File: config.mk
export PLATFORM = sky130hd
export DESIGN_NAME = pktb_alu
export DESIGN_NICKNAME = d
export VERILOG_FILES = /design/src/hdl/pktb_pkg.sv /design/src/hdl/pktb_alu.sv
export SDC_FILE = /design/constraint.sdc
export NUM_CORES = 1
export LEC_CHECK = 0
export BUFFER_PORTS_ARGS = -buffer_cell sky130_fd_sc_hd__buf_2
export CORE_MARGIN = 5
export CORE_UTILIZATION = 55
export DETAILED_ROUTE_END_ITERATION = 16
export PLACE_DENSITY = 0.9
export SYNTH_ARGS = -nofsm -noshare
export SYNTH_HDL_FRONTEND = slang
export SYNTH_SLANG_ARGS = --single-unit
File: constraint.sdc
create_clock -name vclk -period 8.8
set_clock_uncertainty 0.15 [all_clocks]
set_input_delay 1.76 -clock vclk [all_inputs]
set_output_delay 1.76 -clock vclk [all_outputs]
set_load 0.02 [all_outputs]
File: src/hdl/pktb_pkg.sv
`timescale 1ns / 1ps
`default_nettype none
package pktb_pkg;

    localparam int KEY_COUNT  = 256;
    localparam int IDX_W      = $clog2(KEY_COUNT);

    localparam int ACTION_W   = 1;
    localparam int PATCH_W    = 8;
    localparam int STAMP_W    = 48;
    localparam int LEVEL_W    = 32;
    localparam int RATE_W     = 20;
    localparam int CFG_DATA_W = 32;
    localparam int CFG_IDX_W  = 2;

    // elapsed time is clamped to 2^32 ms, so it needs one bit more than a level
    localparam int DT_W       = 33;
    localparam int ALU_W      = 54;
    localparam int CNT_W      = $clog2(RATE_W);

    localparam logic [RATE_W-1:0]  RATE_RESET     = RATE_W'(2000);
    localparam logic [LEVEL_W-1:0] CAPACITY_RESET = LEVEL_W'(10000000);
    localparam logic [LEVEL_W-1:0] COST_RESET     = LEVEL_W'(1000000);

    localparam logic ACT_CONSUME = 1'b0;
    localparam logic ACT_QUERY   = 1'b1;

    typedef enum logic [CFG_IDX_W-1:0] {
        CFG_REFILL_RATE     = 2'd0,
        CFG_BUCKET_CAPACITY = 2'd1,
        CFG_TOKEN_COST      = 2'd2
    } t_cfg_reg;

    typedef struct packed {
        logic               en;
        logic [IDX_W-1:0]   idx;
        logic [LEVEL_W-1:0] level;
        logic [STAMP_W-1:0] stamp;
    } t_tbl_wr;

endpackage
`default_nettype wire

File: src/hdl/pktb_alu.sv
`timescale 1ns / 1ps
`default_nettype none
module pktb_alu (
    input  wire logic [pktb_pkg::ALU_W-1:0] i_a,
    input  wire logic [pktb_pkg::ALU_W-1:0] i_b,
    input  wire logic                       i_sub,
    output logic      [pktb_pkg::ALU_W-1:0] o_sum,
    output logic                            o_carry
);
    import pktb_pkg::*;

    logic [ALU_W-1:0] b_eff;
    logic [ALU_W:0]   full;

    // subtract as a + ~b + 1; carry out set means a >= b
    assign b_eff   = i_sub ? ~i_b : i_b;
    assign full    = {1'b0, i_a} + {1'b0, b_eff} + {{ALU_W{1'b0}}, i_sub};
    assign o_sum   = full[ALU_W-1:0];
    assign o_carry = full[ALU_W];
endmodule
`default_nettype wire

# Word level (Yosys, flattened, before mapping)

Cells that the tools add are included.

Flip-flop bits (word level): 0
Latch bits: 0
Memory bits (writable): 0
Memory bits (read-only): 0
Input port bits: 109
Output and inout port bits: 55
Logic and storage cells: 4
Memories kept: 0

Add/subtract/negate cells: 2
$mul: 0
Div/mod/pow operators: 0
Order comparisons: 0
Eq/ne operators: 0
Shift operators: 0
Mux-type cells: 1
Bitwise logic cells: 1
Reductions and logical operators: 0

Operator list:

| cell             | number |
|---|---|
| $add A54 B54 Y55 | 1 |
| $add A55 B1 Y55  | 1 |
| $mux W54         | 1 |
| $not A54 Y54     | 1 |

# Depth between registers and ports, before layout

Gate-level depths: netlist of run 1.

Depth after elaboration: 4
Gate-level depth with buffers: 14
Gate-level depth less buffers: 11

# Worst setup path after synthesis of run 1

OpenSTA, ideal clock, no wires.

Path type: input -> output
Start point: in i_sub
End point: out o_sum[50] in the netlist's numbering
Arrival: 5090 ps
Path slack: 1800 ps
Stages on the path: 13
Path buffers: 2
Cells stage by stage: buf_4 -> buf_1 -> xor2_1 -> fa_1 -> a211oi_1 -> o21a_1 -> o21ai_1 -> a211oi_2 -> o31ai_4 -> a31oi_1 -> o21bai_2 -> a21o_1 -> a311oi_1

Cells in the longest elaborated chain, start to end: 3

RTL lines:

| element            | line           | text |
|---|---|---|
| start: declaration | pktb_alu.sv:6  | `input wire logic i_sub,` |
| $mux W54           | pktb_alu.sv:16 | `assign b_eff = i_sub ? ~i_b : i_b;` |
| $add A54 B54 Y55   | pktb_alu.sv:17 | `assign full = {1'b0, i_a} + {1'b0, b_eff} + {{ALU_W{1'b0}}, i_sub};` |
| $add A55 B1 Y55 *  | pktb_alu.sv:17 |  |
| end: declaration   | pktb_alu.sv:7  | `output logic [pktb_pkg::ALU_W-1:0] o_sum,` |

Mark *: on every way between the ends. The rest lies on a longest branch, timed or not.

# Worst setup path in the final report of run 1

Start point: in i_sub
End point: out o_sum[48] in the netlist's numbering

The elaborated chain is that of the path after synthesis.

==> impl_metrics.ini, run 1 <==
[sta]
max_freq_ghz = 0.1365
drv_slew = 0
rsz0062_at_grt = no
tightest_slew_ns = 0.5831
relSlewSlack = 0.6083
period_needed_ns = 7.328
fin_crit_sh = 0.8328
timing.final.hold_violations = 0
setup_tns_ns = 0
finalSetupViolCount = 0

[floorplanning]
die_area_mm2 = 0.008541
initial_core_util = 0.5561
die_h_um = 92.42
num_rows = 30
core_region_area_mm2 = 0.006719
pin_count = 164
dieWidth_um = 92.42

[worst_hold_path]
holdPathStages = 3
hold_path_startpoint = i_a[0]
min_to = o_sum[0]
hold_class = primary input to output port

[power_and_ir_drop]
clock_power_share = 0
leakagePower_nw = 2.328
pwr_density_cell_mw_per_mm2 = 138.1
p_sw_mw = 0.3927
power_switching_share = 0.6198
power_mw = 0.6335
ir_worst_vdd_uv = 90.86
comb_power_share = 1.000
p_int_mw = 0.2408
pwr-share-seq = 0

[synthesis]
ys_top_cells_by_area = ha_1 (19%), xor2_1 (17%), a21oi_1 (9.6%), xnor2_1 (6.6%), a21o_1 (5.8%)
yosysTopAreaCell = ha_1
synth_commonest_cells = a21oi_1 (72), xor2_1 (72), ha_1 (58), nand2_1 (47)
synth_cells = 528
yosysWarnings = 0
syn_avg_cell_area_um2 = 7.076
synth_top_area_frac = 0.1942
synthesis.nets = 696
ys_types = 59
ys_seq_area_frac = 0
synth_area_mm2 = 0.003736

[setup_path]
critPathRequiredTime_ns = 6.89
cp_data_arrival_time_ns = 5.42
critPathCaptureType = output port
critPathLaunchType = primary input
critPathMaxFanout = 35
path_class = primary input to output port

[finish]
n_fill_cell = 591
diodes = 0
multiInputGateArea_mm2 = 0.003587
seq_cells = 0
nets = 841
num-clock-buffers = 0
area_growth_pct = 22.81
drive_gt1_frac = 0.2683
regArea_um2 = 0

[route]
vias = 4463
avgRoutedWirePerCell_um = 15.62
route.detailed.drc = 0
antenna_left = 0
drt-vias-per-instance = 5.943
firstDrtPassIters = 5
drt_iter0_markers = 161
routed_wl_mm = 11.73

[clocking]
cts_resized = 0
cts_hold_buffers = 0
cts_setup_buffers = 0

[status]
status = finished clean

[global_routing]
grt_pass1_wl_mm = 19.39
grt_max_degree = 36
gr-total-overflow = 0
grt_pass1_vias = 4457
track_usage = 0.2625
antenna_found_initial = 1

[placed_design]
dp_hpwl_mm = 10.10
io_buffer_count = 164
gp_congestion = 0.9468

[job]
cap_violations = 0
==> cell families after synthesis <==
family	count (synthesis)	synth area share
AO/OA/AOI/OAI	201	0.3637
buffers and inverters	38	0.03985
AND/OR/NAND/NOR	128	0.1567
multiplexers	2	0.005693
adder cells (fa/ha/maj)	59	0.1996
XOR/XNOR	100	0.2344
==> power by group through the flow <==
| stage | clock [mW] | combinational (mW) | sequential, mW |
|---|---|---|---|
| after floorplan | 0 | 0.445 | 0 |
| after global placement | 0 | 0.616 | 0 |
| after detailed placement | 0 | 0.625 | 0 |
| after CTS | 0 | 0.629 | 0 |
| after global routing | 0 | 0.689 | 0 |
| final | 0 | 0.633 | 0 |
==> how the worst max path moves through the flow <==
stage | start | slack, ns | depth (start not counted) | end
floorplan | i_sub | 1.80 | 13 | o_sum[50]
global placement | i_sub | 1.68 | 14 | o_sum[47]
detailed placement | i_sub | 1.56 | 14 | o_sum[48]
CTS | i_sub | 1.52 | 14 | o_sum[48]
global route | i_sub | 1.25 | 14 | o_sum[48]
finish | i_sub | 1.47 | 14 | o_sum[48]
==> routing by layer <==
| layer | global-route usage | part of all wire | up-vias | routed length, um |
|---|---|---|---|---|
| met2 | 0.4961 | 0.49 | 200 | 5743 |
| met4 | 0.06807 | 0.025 | 2 | 294 |
| met5 | 0 | 0.0011 | - | 13 |
| met1 | 0.3172 | 0.42 | 1999 | 4888 |
| met3 | 0.01787 | 0.067 | 31 | 789 |
| li1 | - | - | 2231 | - |
==> critical path, stage by stage <==
cell and delay [ns]:
buf_2 0.44, buf_12 0.31, xor2_1 0.12, ha_1 0.37
o21ai_0 0.15, o21a_1 0.20, or2_1 0.26, a21oi_2 0.22
a41oi_1 0.18, a31oi_2 0.31, a31oi_1 0.25, o31ai_1 0.42
xor2_1 0.20, buf_2 0.19
==> final cells by class <==
class | instances | share of cell area
Inverter | 16 | 0.01309
Multi-Input combinational cell | 490 | 0.7818
Tap cell | 80 | 0.02182
Timing Repair Buffer | 165 | 0.1833
==> stage by stage <==
stage | util | cell area, um2 | hold slack (ns) | std cells | worst slack [ns]
CTS | 0.6829 | 4588 | 3.694 | 751 | 1.521
finish | 0.6829 | 4588 | 3.694 | 751 | 1.472
detailed placement | 0.6829 | 4588 | 3.694 | 751 | 1.562
floorplan | - | 3736 | 3.494 | 528 | 1.800
global placement | 0.6829 | 4588 | 3.668 | 751 | 1.677
global route | 0.6829 | 4588 | 3.704 | 751 | 1.252
==> placed cells by master (no fill, tap or decap), types with 4 or more instances in the layout <==
cell type    n
xor2_1      72
a21o_1      29
nand4_1     11
a21oi_1     72
inv_1       16
nor3_1      11
buf_2      164
nand3_1     10
ha_1        58
xnor2_1     28
o21ai_0     26
a31oi_1      4
a21boi_0     4
nand2_1     47
o21bai_1    15
o221ai_1     5
o21a_1       9
nor2_1      29
a211oi_1     4
and3_1       4
Power figures use the tool's default switching activity.
==> run 2: changes to the inputs <==
Settings changed: CORE_UTILIZATION 55 to 51, PLACE_DENSITY 0.9 to 0.84.
Clock period 8.8 ns to 6.8 ns, I/O delays scaled along.
==> run 2 against run 1 <==
Net effect:
- cell area grew 0.68%
- combinational power grew 30%
- non-clock buffer count grew 1
- die area grew 7.0%
- hold slack lost 0.82 ns
- critical path depth shrank 1
- clock-buffer cell count is the same
- sequential cell count is the same
- critical path type unchanged
- largest cell class unchanged
==> impl_metrics.ini, run 2 (same netlist as run 1, synthesis figures left out) <==
[status]
status = finished clean

[power_and_ir_drop]
comb_power_share = 1.000
pwr-share-seq = 0
power_switching_share = 0.6215
p_int_mw = 0.3122
p_sw_mw = 0.5127
leakagePower_nw = 2.332
power_mw = 0.8248
clock_power_share = 0
ir_worst_vdd_uv = 114.4
pwr_density_cell_mw_per_mm2 = 178.6

[setup_path]
cp_common_cell = buf_2
critPathRequiredTime_ns = 5.29
critPathMaxFanout = 14
path_class = primary input to output port
cp_num_buf_inv = 3
critPathLaunchType = primary input
critPathCaptureType = output port
slowest_delay_ns = 0.43
crit_family = compound AO/OA/AOI/OAI gates
crit_path_top_delay_cell = o41ai_1
cp_data_arrival_time_ns = 4.79
cp_cell_sequence = buf_2 -> buf_4 -> xor2_1 -> ha_1 -> and3_1 -> nor2b_1 -> a211oi_2 -> o31ai_4 -> a31oi_1 -> o21bai_2 -> a21oi_1 -> o41ai_1 -> buf_2

[finish]
drive_gt1_frac = 0.2693
area_growth_pct = 23.64
regArea_um2 = 0
final_common_cell = buf_2
diodes = 0
final_cell_mix = buf_2 (164), xor2_1 (72), a21oi_1 (72)
seq_cells = 0
nets = 842
num-clock-buffers = 0

[floorplanning]
initial_core_util = 0.5207
core_region_area_mm2 = 0.007176
die_area_mm2 = 0.009137
pin_count = 164
die_h_um = 95.59
dieWidth_um = 95.59
num_rows = 31

[route]
antenna_left = 0
route.detailed.drc = 0
routed_wl_mm = 12.03
drt_iter0_markers = 145
firstDrtPassIters = 5
avgRoutedWirePerCell_um = 15.60
drt-vias-per-instance = 5.812
vias = 4481

[placed_design]
io_buffer_count = 164
gp_congestion = 0.9613
dp_hpwl_mm = 10.33

[sta]
rsz0062_at_grt = no
setup_tns_ns = 0
period_needed_ns = 6.305
tightest_slew_ns = 0.5570
fin_crit_sh = 0.9272
relSlewSlack = 0.6191
drv_slew = 0
fin_worst_hold_slack_ns = 2.871
finalSetupViolCount = 0
max_freq_ghz = 0.1586
timing.final.hold_violations = 0

[global_routing]
grt_max_degree = 31
grt_pass1_vias = 4343
grt_pass1_wl_mm = 18.82
gr-total-overflow = 0
antenna_found_initial = 0
track_usage = 0.2441

[clocking]
cts_hold_buffers = 0
cts_setup_buffers = 0
cts_resized = 0

[worst_hold_path]
hold_class = primary input to output port

[job]
cap_violations = 0
## run 2: final cells by class
class                           instances  area, um2
Inverter                               16      60.06
Tap cell                               99      123.9
Multi-Input combinational cell        490       3587
Timing Repair Buffer                  166      848.3
Fill cell                             673       2556
## run 2: metrics by stage
step | utilization | worst slack [ns] | area (um2) | cells
after floorplan | - | 0.5997 | 3736 | 528
after global placement | 0.6438 | 0.6498 | 4619 | 771
after detailed placement | 0.6438 | 0.5543 | 4619 | 771
after CTS | 0.6438 | 0.5177 | 4619 | 771
after global routing | 0.6438 | 0.2357 | 4619 | 771
final | 0.6438 | 0.4954 | 4619 | 771
## run 2: tightest hold or removal path, delay by kind of cell
kind / cells / cell delay (ns)
xor gates and xnor gates: 1 / 0.06
buffers and inverters: 2 / 0.24
## run 2: final timing paths
check        to   start  slack [ns]  cells after the start
max     o_carry   i_sub        0.50                     13
min    o_sum[0]  i_a[0]        2.87                      3
## run 2: power by group through the flow
stage          clock, mW  sequential (mW)  combinational (mW)
6_report               0                0               0.825
5_1_grt                0                0               0.891
4_1_cts                0                0               0.817
3_5_place_dp           0                0               0.813
3_3_place_gp           0                0               0.801
2_1_floorplan          0                0               0.576
## run 2: routing by layer
layer,track usage,up-vias,share of wire
met1,0.3046,2031,0.42
li1,-,2227,-
met2,0.4569,203,0.49
met3,0.01500,20,0.073
met4,0.04858,0,0.017
met5,0,-,0
